--- src/rtl/core/lrfd_pkg.sv ---
// Shared types and constants for the line run-length frame decoder.
// No dependencies; imported by every module of the block.
package lrfd_pkg;

   localparam int CODE_W   = 8;
   localparam int COUNT_W  = 8;
   localparam int CFG_W    = 10;
   localparam int LINES_W  = 16;
   localparam int LIMIT_W  = 2 * CFG_W;
   localparam int OADDR_W  = 16;

   // configuration register indexes
   localparam logic REG_LINE_WIDTH = 1'b0;
   localparam logic REG_KEY_LINES  = 1'b1;

   typedef struct packed {
      logic [CODE_W-1:0] code_byte;
      logic              frame_start;
      logic              mode;
   } item_type;

   typedef struct packed {
      logic [CFG_W-1:0]   line_width;
      logic [CFG_W-1:0]   key_lines;
      logic [LIMIT_W-1:0] area_limit;
   } cfg_type;

   typedef struct packed {
      logic               has_result;
      logic [OADDR_W-1:0] write_addr;
      logic [COUNT_W-1:0] write_count;
      logic [CODE_W-1:0]  pixel_value;
      logic               frame_done;
      logic               outside;
   } result_type;

endpackage

--- src/rtl/core/lrfd_cfg.sv ---
// Configuration registers and the registered frame area (width times lines).
// Depends on lrfd_pkg.
module lrfd_cfg (
   input  logic                     clock,
   input  logic                     reset,
   input  logic                     csr_write_enable,
   input  logic                     csr_index,
   input  logic [lrfd_pkg::CFG_W-1:0] csr_write_data,
   output lrfd_pkg::cfg_type        cfg
);
   import lrfd_pkg::*;

   logic [CFG_W-1:0]   line_width_ff, line_width_in;
   logic [CFG_W-1:0]   key_lines_ff, key_lines_in;
   logic [LIMIT_W-1:0] area_limit_ff, area_limit_in;

   always_comb begin
      line_width_in = line_width_ff;
      key_lines_in  = key_lines_ff;
      if (csr_write_enable) begin
         unique case (csr_index)
            REG_LINE_WIDTH: line_width_in = csr_write_data;
            REG_KEY_LINES:  key_lines_in  = csr_write_data;
            default:        ;
         endcase
      end
      // area follows the register values at the same edge
      area_limit_in = LIMIT_W'(line_width_in) * LIMIT_W'(key_lines_in);
   end

   always_ff @(posedge clock) begin
      if (reset) begin
         line_width_ff <= CFG_W'(320);
         key_lines_ff  <= CFG_W'(200);
         area_limit_ff <= LIMIT_W'(320 * 200);
      end else begin
         line_width_ff <= line_width_in;
         key_lines_ff  <= key_lines_in;
         area_limit_ff <= area_limit_in;
      end
   end

   assign cfg.line_width = line_width_ff;
   assign cfg.key_lines  = key_lines_ff;
   assign cfg.area_limit = area_limit_ff;

endmodule

--- src/rtl/core/lrfd_parse.sv ---
// Stream parser: header, line, entry and run state, one code byte per fire.
// Depends on lrfd_pkg; produces the result word for the output register.
module lrfd_parse #(
   parameter int ADDR_BITS = 16
) (
   input  logic                 clock,
   input  logic                 reset,
   input  logic                 fire,
   input  lrfd_pkg::item_type   item,
   input  lrfd_pkg::cfg_type    cfg,
   output lrfd_pkg::result_type result
);
   import lrfd_pkg::*;

   localparam int PROD_W = LINES_W + CFG_W;
   localparam int EXT_W  = (ADDR_BITS > OADDR_W) ? ADDR_BITS : OADDR_W;
   localparam int SUM_W  = ADDR_BITS + 1;
   localparam int CMP_W  = (SUM_W > LIMIT_W) ? SUM_W : LIMIT_W;

   typedef enum logic [9:0] {
      PH_IDLE    = 10'b00_0000_0001,
      PH_HDR0    = 10'b00_0000_0010,
      PH_HDR1    = 10'b00_0000_0100,
      PH_HDR2    = 10'b00_0000_1000,
      PH_HDR3    = 10'b00_0001_0000,
      PH_COUNT   = 10'b00_0010_0000,
      PH_SKIP    = 10'b00_0100_0000,
      PH_FLAG    = 10'b00_1000_0000,
      PH_LIT     = 10'b01_0000_0000,
      PH_FILLVAL = 10'b10_0000_0000
   } phase_type;

   phase_type              phase_ff, phase_in;
   logic                   is_delta_ff, is_delta_in;
   logic [LINES_W-1:0]     lines_left_ff, lines_left_in;
   logic [COUNT_W-1:0]     entries_left_ff, entries_left_in;
   logic [COUNT_W-1:0]     literals_left_ff, literals_left_in;
   logic [ADDR_BITS-1:0]   write_pointer_ff, write_pointer_in;
   logic [ADDR_BITS-1:0]   line_begin_ff, line_begin_in;
   logic [CODE_W-1:0]      header_low_ff, header_low_in;
   logic [COUNT_W-1:0]     fill_count_ff, fill_count_in;

   logic                   done_now;
   logic                   have_write;
   logic [ADDR_BITS-1:0]   waddr;
   logic [COUNT_W-1:0]     wcount;
   logic [EXT_W-1:0]       waddr_ext;
   logic [CMP_W-1:0]       end_addr;

   always_comb begin
      logic [CODE_W-1:0]  b;
      logic               skip_byte;
      logic               entry_end;
      logic               line_end;
      logic               neg;
      logic [COUNT_W-1:0] mag;
      logic               literal;
      logic [PROD_W-1:0]  prod;

      b          = item.code_byte;
      skip_byte  = 1'b0;
      entry_end  = 1'b0;
      line_end   = 1'b0;
      neg        = b[CODE_W-1];
      mag        = neg ? (COUNT_W'(0) - b) : b;
      literal    = 1'b0;
      prod       = {b, header_low_ff} * PROD_W'(cfg.line_width);
      done_now   = 1'b0;
      have_write = 1'b0;
      waddr      = '0;
      wcount     = '0;

      phase_in         = phase_ff;
      is_delta_in      = is_delta_ff;
      lines_left_in    = lines_left_ff;
      entries_left_in  = entries_left_ff;
      literals_left_in = literals_left_ff;
      write_pointer_in = write_pointer_ff;
      line_begin_in    = line_begin_ff;
      header_low_in    = header_low_ff;
      fill_count_in    = fill_count_ff;

      // frame start resets the frame state, then the byte parses as usual unless key_lines is zero
      if (item.frame_start) begin
         is_delta_in      = item.mode;
         entries_left_in  = '0;
         literals_left_in = '0;
         fill_count_in    = '0;
         header_low_in    = '0;
         write_pointer_in = '0;
         line_begin_in    = '0;
         if (item.mode) begin
            lines_left_in = '0;
            phase_in      = PH_HDR0;
         end else begin
            lines_left_in = LINES_W'(cfg.key_lines);
            if (cfg.key_lines == '0) begin
               phase_in  = PH_IDLE;
               done_now  = 1'b1;
               skip_byte = 1'b1;
            end else begin
               phase_in = PH_COUNT;
            end
         end
      end

      if (!skip_byte) begin
         unique case (phase_in)
            PH_HDR0: begin
               header_low_in = b;
               phase_in      = PH_HDR1;
            end
            PH_HDR1: begin
               line_begin_in    = prod[ADDR_BITS-1:0];
               write_pointer_in = prod[ADDR_BITS-1:0];
               phase_in         = PH_HDR2;
            end
            PH_HDR2: begin
               header_low_in = b;
               phase_in      = PH_HDR3;
            end
            PH_HDR3: begin
               // line count zero or negative ends the frame here
               if (neg || (b == '0 && header_low_in == '0)) begin
                  lines_left_in = '0;
                  phase_in      = PH_IDLE;
                  done_now      = 1'b1;
               end else begin
                  lines_left_in = {b, header_low_in};
                  phase_in      = PH_COUNT;
               end
            end
            PH_COUNT: begin
               entries_left_in = b;
               if (b == '0) line_end = 1'b1;
               else phase_in = is_delta_in ? PH_SKIP : PH_FLAG;
            end
            PH_SKIP: begin
               write_pointer_in = write_pointer_in + ADDR_BITS'(b);
               phase_in         = PH_FLAG;
            end
            PH_FLAG: begin
               literal = is_delta_in ? (!neg && b != '0) : neg;
               if (literal) begin
                  literals_left_in = mag;
                  phase_in         = PH_LIT;
               end else begin
                  fill_count_in = mag;
                  phase_in      = PH_FILLVAL;
               end
            end
            PH_LIT: begin
               have_write       = 1'b1;
               waddr            = write_pointer_in;
               wcount           = COUNT_W'(1);
               write_pointer_in = write_pointer_in + ADDR_BITS'(1);
               literals_left_in = literals_left_in - COUNT_W'(1);
               if (literals_left_in == '0) entry_end = 1'b1;
            end
            PH_FILLVAL: begin
               if (fill_count_in != '0) begin
                  have_write       = 1'b1;
                  waddr            = write_pointer_in;
                  wcount           = fill_count_in;
                  write_pointer_in = write_pointer_in + ADDR_BITS'(fill_count_in);
               end
               entry_end = 1'b1;
            end
            default: ;
         endcase
      end

      if (entry_end) begin
         entries_left_in = entries_left_in - COUNT_W'(1);
         if (entries_left_in == '0) line_end = 1'b1;
         else phase_in = is_delta_in ? PH_SKIP : PH_FLAG;
      end

      if (line_end) begin
         line_begin_in    = line_begin_in + ADDR_BITS'(cfg.line_width);
         write_pointer_in = line_begin_in;
         lines_left_in    = lines_left_in - LINES_W'(1);
         if (lines_left_in == '0) begin
            phase_in = PH_IDLE;
            done_now = 1'b1;
         end else begin
            phase_in = PH_COUNT;
         end
      end
   end

   assign waddr_ext = EXT_W'(waddr);
   assign end_addr  = CMP_W'(waddr) + CMP_W'(wcount);

   assign result.has_result  = have_write || done_now;
   assign result.write_addr  = waddr_ext[OADDR_W-1:0];
   assign result.write_count = wcount;
   assign result.pixel_value = have_write ? item.code_byte : '0;
   assign result.frame_done  = done_now;
   assign result.outside     = have_write && (end_addr > CMP_W'(cfg.area_limit));

   always_ff @(posedge clock) begin
      if (reset) begin
         phase_ff         <= PH_IDLE;
         is_delta_ff      <= 1'b0;
         lines_left_ff    <= '0;
         entries_left_ff  <= '0;
         literals_left_ff <= '0;
         write_pointer_ff <= '0;
         line_begin_ff    <= '0;
         header_low_ff    <= '0;
         fill_count_ff    <= '0;
      end else if (fire) begin
         phase_ff         <= phase_in;
         is_delta_ff      <= is_delta_in;
         lines_left_ff    <= lines_left_in;
         entries_left_ff  <= entries_left_in;
         literals_left_ff <= literals_left_in;
         write_pointer_ff <= write_pointer_in;
         line_begin_ff    <= line_begin_in;
         header_low_ff    <= header_low_in;
         fill_count_ff    <= fill_count_in;
      end
   end

endmodule

--- src/rtl/core/line_rle_frame_decoder_unit.sv ---
// Line run-length frame decoder, top level. Depends on lrfd_pkg, lrfd_cfg, lrfd_parse.
// Instantiates the configuration registers and the parser between an input
// register and a result register.
//
// The decoder takes one compressed frame byte per word and turns it into
// frame-buffer write words (start address, count, value). It sustains one
// byte per clock while rsp_stall does not hold a waiting result: a byte is
// captured in the input register, parsed by the combinational parser state
// update once the output register can take its result, and its result (if
// any) is loaded into the output register at the end of that cycle. The
// input register keeps taking bytes while a finished result waits in the
// output register; once both hold words and rsp_stall is high, req_stall
// rises. Bytes that produce no write (headers, counts, skips, flags) give no
// rsp_ word except when they end a frame, in which case a word with count 0
// and frame_done set is sent. line_width and key_lines may be written only
// while the decoder is idle; there is no clearing pass after reset.
module line_rle_frame_decoder_unit #(
   parameter int ADDR_BITS = 16
) (
   input  logic                         clock,
   input  logic                         reset,
   // compressed byte input
   input  logic                         req_valid,
   output logic                         req_stall,
   input  logic [lrfd_pkg::CODE_W-1:0]  req_code_byte,
   input  logic                         req_frame_start,
   input  logic                         req_mode,
   // write command output
   output logic                         rsp_valid,
   input  logic                         rsp_stall,
   output logic [lrfd_pkg::OADDR_W-1:0] rsp_write_addr,
   output logic [lrfd_pkg::COUNT_W-1:0] rsp_write_count,
   output logic [lrfd_pkg::CODE_W-1:0]  rsp_pixel_value,
   output logic                         rsp_frame_done,
   output logic                         rsp_outside,
   // configuration writes
   input  logic                         csr_write_enable,
   input  logic                         csr_index,
   input  logic [lrfd_pkg::CFG_W-1:0]   csr_write_data
);
   import lrfd_pkg::*;

   cfg_type    cfg;
   result_type result;

   // input register
   logic       stage_valid_ff, stage_valid_in;
   item_type   stage_item_ff;
   // output register
   logic       rsp_valid_ff, rsp_valid_in;
   result_type rsp_word_ff;

   logic       advance;   // parser may consume the staged byte
   logic       fire;
   logic       req_accept;

   assign advance    = !rsp_valid_ff || !rsp_stall;
   assign fire       = stage_valid_ff && advance;
   assign req_stall  = stage_valid_ff && !advance;
   assign req_accept = req_valid && !req_stall;

   always_comb begin
      stage_valid_in = stage_valid_ff;
      if (req_accept) stage_valid_in = 1'b1;
      else if (advance) stage_valid_in = 1'b0;

      // load a new result, else drop a taken word, else hold
      if (fire && result.has_result) rsp_valid_in = 1'b1;
      else if (!rsp_stall) rsp_valid_in = 1'b0;
      else rsp_valid_in = rsp_valid_ff;
   end

   always_ff @(posedge clock) begin
      if (reset) begin
         stage_valid_ff <= 1'b0;
         rsp_valid_ff   <= 1'b0;
      end else begin
         stage_valid_ff <= stage_valid_in;
         rsp_valid_ff   <= rsp_valid_in;
      end
      if (req_accept) begin
         stage_item_ff.code_byte   <= req_code_byte;
         stage_item_ff.frame_start <= req_frame_start;
         stage_item_ff.mode        <= req_mode;
      end
      if (fire && result.has_result) rsp_word_ff <= result;
   end

   lrfd_cfg u_cfg (
      .clock            (clock),
      .reset            (reset),
      .csr_write_enable (csr_write_enable),
      .csr_index        (csr_index),
      .csr_write_data   (csr_write_data),
      .cfg              (cfg)
   );

   lrfd_parse #(
      .ADDR_BITS (ADDR_BITS)
   ) u_parse (
      .clock  (clock),
      .reset  (reset),
      .fire   (fire),
      .item   (stage_item_ff),
      .cfg    (cfg),
      .result (result)
   );

   assign rsp_valid       = rsp_valid_ff;
   assign rsp_write_addr  = rsp_word_ff.write_addr;
   assign rsp_write_count = rsp_word_ff.write_count;
   assign rsp_pixel_value = rsp_word_ff.pixel_value;
   assign rsp_frame_done  = rsp_word_ff.frame_done;
   assign rsp_outside     = rsp_word_ff.outside;

   // a run never exceeds 128 pixels
   assert property (@(posedge clock) disable iff (reset)
      rsp_valid_ff |-> rsp_word_ff.write_count <= COUNT_W'(128))
      else $error("write count above 128");

   // a word without pixels only ever closes a frame
   assert property (@(posedge clock) disable iff (reset)
      (rsp_valid_ff && rsp_word_ff.write_count == '0)
         |-> (rsp_word_ff.frame_done && !rsp_word_ff.outside))
      else $error("empty write word not marked as frame end");

   // backpressure only when a byte is already staged
   assert property (@(posedge clock) disable iff (reset)
      req_stall |-> stage_valid_ff)
      else $error("stall raised with empty input register");

   // a parsed result always reaches the output register
   assert property (@(posedge clock) disable iff (reset)
      (fire && result.has_result) |=> rsp_valid_ff)
      else $error("parsed result lost");

endmodule
--- config.mk ---
export PLATFORM = sky130hd
export DESIGN_NAME = line_rle_frame_decoder_unit
export DESIGN_NICKNAME = d
export VERILOG_FILES = /design/src/rtl/core/lrfd_pkg.sv /design/src/rtl/core/lrfd_cfg.sv /design/src/rtl/core/lrfd_parse.sv /design/src/rtl/core/line_rle_frame_decoder_unit.sv
export SDC_FILE = /design/constraint.sdc
export NUM_CORES = 1
export LEC_CHECK = 0
export BUFFER_PORTS_ARGS = -buffer_cell sky130_fd_sc_hd__buf_2
export CORE_MARGIN = 8
export CORE_UTILIZATION = 60
export CTS_BUF_LIST = sky130_fd_sc_hd__clkbuf_8
export DETAILED_ROUTE_END_ITERATION = 10
export GPL_ROUTABILITY_DRIVEN = 0
export HOLD_SLACK_MARGIN = 0.03
export PLACE_DENSITY = 0.88
export SYNTH_ARGS = -nofsm -noshare
export SYNTH_HDL_FRONTEND = slang
export SYNTH_SLANG_ARGS = --single-unit
--- constraint.sdc ---
create_clock -name clock -period 6.17 [get_ports clock]
set_clock_uncertainty 0.15 [all_clocks]
set_input_delay 0.617 -clock clock [delete_from_list [all_inputs] [get_ports clock]]
set_output_delay 0.617 -clock clock [all_outputs]
set_load 0.05 [all_outputs]
## Yosys cells after proc, flatten, opt, wreduce, memory -nomap -nowiden

Cells that the tools add are included.

- Register bits: 177
- Bits in latches: 0
- RAM bits: 0
- Bits in read-only memories: 0
- Word-level logic and storage cells: 148
- Memories kept: 0

- Add/sub/neg operators: 9
- $mul: 2
- Div/mod/pow operators: 0
- $lt $le $gt $ge: 1
- Eq/ne operators: 10
- Shifts and indexed selects: 0
- Multiplexer cells: 79
- Bitwise logic cells: 0
- Reduce and logical (&&, ||, !) cells: 25

Operator list:

| operator | count |
|---|---|
| 16-bit two-way mux | 15 |
| 8-bit two-way mux | 18 |
| 10-bit two-way mux | 13 |
| 10-bit one-hot mux with 7 select lines | 1 |
| 16-bit one-hot mux with 4 select lines | 1 |
| 16-bit by 8-bit adder with 16-bit output | 2 |
| 8-bit logical NOT | 4 |
| 16-bit one-hot mux with 2 select lines | 1 |
| 8-bit one-hot mux with 2 select lines | 2 |
| 1-bit two-way mux | 23 |
| 20-bit > comparator | 1 |
| 10-bit by 10-bit multiplier with 20-bit output | 1 |
| 6-bit two-way mux | 3 |
| 16-bit by 8-bit adder with 17-bit output | 1 |
| 16-bit by 1-bit adder with 16-bit output, second input constant | 1 |
| 16-bit by 10-bit adder with 16-bit output | 1 |
| 16-bit logical NOT | 1 |
| 16-bit by 10-bit multiplier with 16-bit output | 1 |
| 8-bit nonzero test | 2 |
| 16-bit by 1-bit subtractor with 16-bit output, second input constant | 1 |
| 8-bit by 1-bit subtractor with 8-bit output, second input constant | 2 |
| 10-bit == test, second input constant | 1 |
| 10-bit by 2-bit == test with 1-bit output, second input constant | 1 |
| 10-bit by 3-bit == test with 1-bit output, second input constant | 1 |
| 15 further kinds | 28 |

## Logic depth before layout (Yosys ltp)

- Depth in word-level cells: 15
- Depth in mapped cells: 29

## Hierarchy

Synthesis repeated with hierarchy kept, for this count alone.

- Cell total of the unflattened synthesis: 2,306
- Area, all modules: 18,695.4 sq um

Modules (own cells, without submodules):

| module | instances | cells an instance | area each (sq um) | seq. area each (sq um) |
|---|---|---|---|---|
| lrfd_parse | 1 | 1,718 | 12,530.8 | 1,821.7 |
| lrfd_cfg | 1 | 532 | 4,749.6 | 800.8 |
| line_rle_frame_decoder_unit | 1 | 56 | 1,415.1 | 1,361.3 |

## Worst setup path after synthesis

No wires, ideal clock.

- Path type: in2reg
- Start: input csr_write_enable
- End: register u_cfg.area_limit_ff[19]
- Setup time: 0.128 ns
- Data arrival time: 6.234 ns
- Data required time: 5.892 ns
- Path slack: -0.341 ns
- Cell stages on the path: 20
- Buffers on the path: 2
- Cells stage by stage: nor2b_1 > clkbuf_1 > clkbuf_1 > mux2_2 > nand2_1 > fa_1 > fa_1 > fa_1 > fa_1 > inv_1 > fa_1 > ha_1 > and2_1 > o21ai_0 > o31ai_1 > o41ai_1 > o221ai_1 > o41ai_1 > xnor2_1 > nor2_1

- Longest elaborated chain between the ends: 2

Ends and longest elaborated chain:

| item | line | RTL |
|---|---|---|
| start: declaration | line_rle_frame_decoder_unit.sv:37 | `input logic csr_write_enable,` |
| 10-bit two-way mux | lrfd_cfg.sv:20 | `if (csr_write_enable) begin` |
| 10-bit by 10-bit multiplier with 20-bit output (*) | lrfd_cfg.sv:28 | `area_limit_in = LIMIT_W'(line_width_in) * LIMIT_W'(key_lines_in);` |
| end signal: assignment | lrfd_cfg.sv:35 | `area_limit_ff <= LIMIT_W'(320 * 200);` |
| end signal: assignment | lrfd_cfg.sv:39 | `area_limit_ff <= area_limit_in;` |
| end: declaration | lrfd_cfg.sv:15 | `logic [LIMIT_W-1:0] area_limit_ff, area_limit_in;` |

Every way passes the cells marked *; elsewhere a longest branch is shown, timed or not.
A chain may end at the register's enable or synchronous reset.

## Worst setup path in the final report

- Start: register u_cfg.line_width_ff[2]
- End: register u_parse.write_pointer_ff[14]

- Longest elaborated chain between the ends: 5

Ends and longest elaborated chain:

| item | line | RTL |
|---|---|---|
| start: declaration | lrfd_cfg.sv:13 | `logic [CFG_W-1:0] line_width_ff, line_width_in;` |
| start signal: assignment | lrfd_cfg.sv:37 | `line_width_ff <= line_width_in;` |
| 16-bit by 10-bit multiplier with 16-bit output | lrfd_parse.sv:67 | `prod = {b, header_low_ff} * PROD_W'(cfg.line_width);` |
| 16-bit two-way mux | lrfd_parse.sv:108 | `unique case (phase_in)` |
| 16-bit two-way mux | lrfd_parse.sv:107 | `if (!skip_byte) begin` |
| 16-bit by 10-bit adder with 16-bit output | lrfd_parse.sv:180 | `line_begin_in = line_begin_in + ADDR_BITS'(cfg.line_width);` |
| 16-bit two-way mux (*) | lrfd_parse.sv:179 | `if (line_end) begin` |
| end signal: assignment | lrfd_parse.sv:219 | `write_pointer_ff <= write_pointer_in;` |
| end: declaration | lrfd_parse.sv:38 | `logic [ADDR_BITS-1:0] write_pointer_ff, write_pointer_in;` |

Marks and branches as above.

==> out/results.ini <==
[outcome]
failed_checks=design-rule violations
status=finished, violations left

[flow_run]
cap_violations=0

[yosys]
ys.flop_type=dfxtp_1
netlist_top_cells_count=294 x nand2_1, 225 x nor2_1, 211 x inv_1
ys_types=91
synth_adder_area_share=0.2402
synthMuxAreaShare=0.02864
synth_edf_count=44
synth_top_area_frac=0.1450
yosysMostFrequentCell=nand2_1
synth_top_family_by_area=adder cells
syn_avg_cell_area_um2=8.107
synth-simple-area-share=0.2173
synth_warnings=0
synth-seq-area-share=0.2121
synth-async-reset-ratio=0
synth_nets=2622
synth_area_leaders=fa_1 14%, dfxtp_1 14%, ha_1 9.5%
synth_compound_area_frac=0.1781
synth_area_mm2=0.01878
postSynthCellCount=2317
ys_seq_elements=177
yosys.area.top_type=fa_1
synth_xor_area_frac=0.05369

[clock_tree]
clk_path_buf_depth=2
insertion_delay_ns=0.52
cts_root_buf=clkbuf_8
cts_sinks=177
path_clk_slew_ns=0.10
cts_buffers=17
cts_tree=built
hold_buffers=0
h-tree-depth=4

[sta]
min_period_ns=6.101
slew_headroom=0.3168
fin_setup_tns_ns=0
timing.final.crit_share=0.9889
finalSetupViolCount=0
timing.fmax_mhz=163.9
hold_viol=0
timing_worst_slew_pin_value_ns=1.021
maxSlewViolCount=0

[power]
total_power_w=0.003444
netSwitchingPower_w=0.001353
combPwrFrac=0.401
p_seq_frac=0.376
p_leak_nw=9.337
internal_power_w=0.002092
peakVddDrop_uv=177.3
switching_share=0.3927
clkPwrFrac=0.223
power-per-cell-area_mw_per_mm2=168.0

[routing]
drt-pass1-iter-count=11
drc=1
ant_nets=0
routedWlPerCell_um=21.12
first_iter_violations=2636
viasPerCell=6.629
wirelength_um=59400
vias=18650

[die]
io_pins=62
die_area_mm2=0.03722
die_y_um=192.9
core-area_mm2=0.03075
start_util=0.6108
rows=64
die_x_um=192.9

[global_routing]
grt.overflow.total=0
grt_antenna_before_repair=1
grt_pass1_vias=18670
grt_pass1_wl_um=94240
grt_max_degree=59
grt.total_usage=0.3178

[worst_setup_path]
cp_max_fo=10
worstPathArrival_ns=6.39
cp-end-kind=flip-flop
critical_path_class=flip-flop to flip-flop
start_kind=flip-flop
crit_required_ns=6.46

[place]
place_inst=2773
place_area_mm2=0.02003
place.port_buffers=61
hpwl_um=44810

[hold_path]
hold_class=input port to flip-flop

[finish]
layout-drive-gt1-share=0.1262
fin_util=0.6670
stdcell_count=2813
nNetsFinal=2708
finalInstanceArea_mm2=0.02051
syn_to_final_growth_pct=9.186

## per-stage QoR
step	hold slack, ns	setup WS, ns
6_report	0.1197	0.06871
5_1_grt	0.1130	-0.1429
4_1_cts	0.1105	0.02112
3_5_place_dp	0.2952	-0.03264
3_3_place_gp	0.2883	0.1127
2_1_floorplan	0.2698	-0.01504
## cell type report
class | instances | area (µm²)
diodes | 1 | 2.502
clock buffers | 17 | 234.0
repair buffers | 186 | 1279
multi-input cells | 1807 | 13600
clock inverters | 15 | 107.6
well taps | 396 | 495.5
flip-flops and latches | 177 | 3986
inverters | 214 | 803.3
fillers | 2369 | 10240
## flip-flops by register name, indices dropped and copies added, names as in the netlist, 10 cells and up
register / flops
u_cfg.key_lines_ff: 10
u_cfg.area_limit_ff: 20
u_parse.write_pointer_ff: 16
rsp_write_addr: 16
u_cfg.line_width_ff: 10
u_parse.line_begin_ff: 16
stage_item_ff: 10
u_parse.lines_left_ff: 16
u_parse.phase_ff: 10
## what timing repair did
action / in CTS / in global routing
endpoints found under the setup margin: 1 / 14
pin swaps: 0 / 4
resized for setup: 1 / 23
setup buffers: 0 / 7
## final timing paths
check | start | to | slack (ns) | depth (start not counted)
setup / recovery | u_cfg.line_width_ff[2] | u_parse.write_pointer_ff[14] | 0.07 | 21
hold / removal | req_code_byte[1] | stage_item_ff[3] | 0.12 | 1
setup reg to reg | u_cfg.line_width_ff[2] | u_parse.write_pointer_ff[14] | 0.07 | 21
hold reg to reg | u_parse.lines_left_ff[15] | u_parse.lines_left_ff[15] | 0.31 | 2
## cells in the final DEF (no fill, tap or decap), types with 14 or more instances in the layout
| cell | count |
|---|---|
| o22ai_1 | 16 |
| and2_1 | 84 |
| buf_4 | 122 |
| mux2i_1 | 29 |
| xnor2_1 | 75 |
| edfxtp_1 | 44 |
| fa_1 | 136 |
| xor2_1 | 35 |
| clkbuf_8 | 17 |
| mux2_2 | 22 |
| dfxtp_1 | 131 |
| nand2_1 | 293 |
| o21ai_0 | 112 |
| nand3_1 | 40 |
| and3_1 | 15 |
| a21o_1 | 28 |
| a211oi_1 | 19 |
| a22oi_1 | 23 |
| a31oi_1 | 24 |
| nor2_1 | 223 |
| a21oi_1 | 147 |
| nand4_1 | 15 |
| ha_1 | 141 |
| o211ai_1 | 20 |
| nor2b_1 | 31 |
| nor3_1 | 40 |
| nor4_1 | 16 |
| o31ai_1 | 14 |
| inv_1 | 213 |
| buf_2 | 60 |
## critical path, stage by stage, from the launching register on
cell,delay [ns]
dfxtp_1,0.35
buf_4,0.16
buf_4,0.23
nand2_1,0.10
fa_1,0.52
inv_1,0.07
fa_1,0.50
fa_1,0.51
fa_1,0.50
inv_1,0.06
fa_1,0.47
inv_1,0.04
ha_1,0.33
nor2_1,0.07
a21oi_1,0.18
o21ai_0,0.15
xnor2_1,0.41
a22o_2,0.32
nand3b_4,0.11
o31a_1,0.27
or3_1,0.34
a31oi_1,0.16
## logic make-up after synthesis
group | count (synthesis)
compound gates | 519
xor+xnor | 112
fa+ha+maj | 279
buf+inv | 333
flops | 177
mux | 51
simple gates | 846
## layer usage
layer | GRT usage | vias to the layer above | part of all wire
met5 | 0 | - | 0
met4 | 0.2142 | 0 | 0.076
met3 | 0.06637 | 417 | 0.12
met2 | 0.5220 | 1395 | 0.46
met1 | 0.3732 | 8720 | 0.35
li1 | - | 8116 | -
## power groups by stage
stage / Clock, W / Combinational [W] / Sequential, W
2_1_floorplan: 0 / 0.000971 / 0.00130
3_3_place_gp: 0 / 0.00128 / 0.00132
3_5_place_dp: 0 / 0.00134 / 0.00132
4_1_cts: 0.000767 / 0.00135 / 0.00129
5_1_grt: 0.000813 / 0.00154 / 0.00130
6_report: 0.000767 / 0.00138 / 0.00130
No activity file was read; power rests on OpenSTA's default activity.
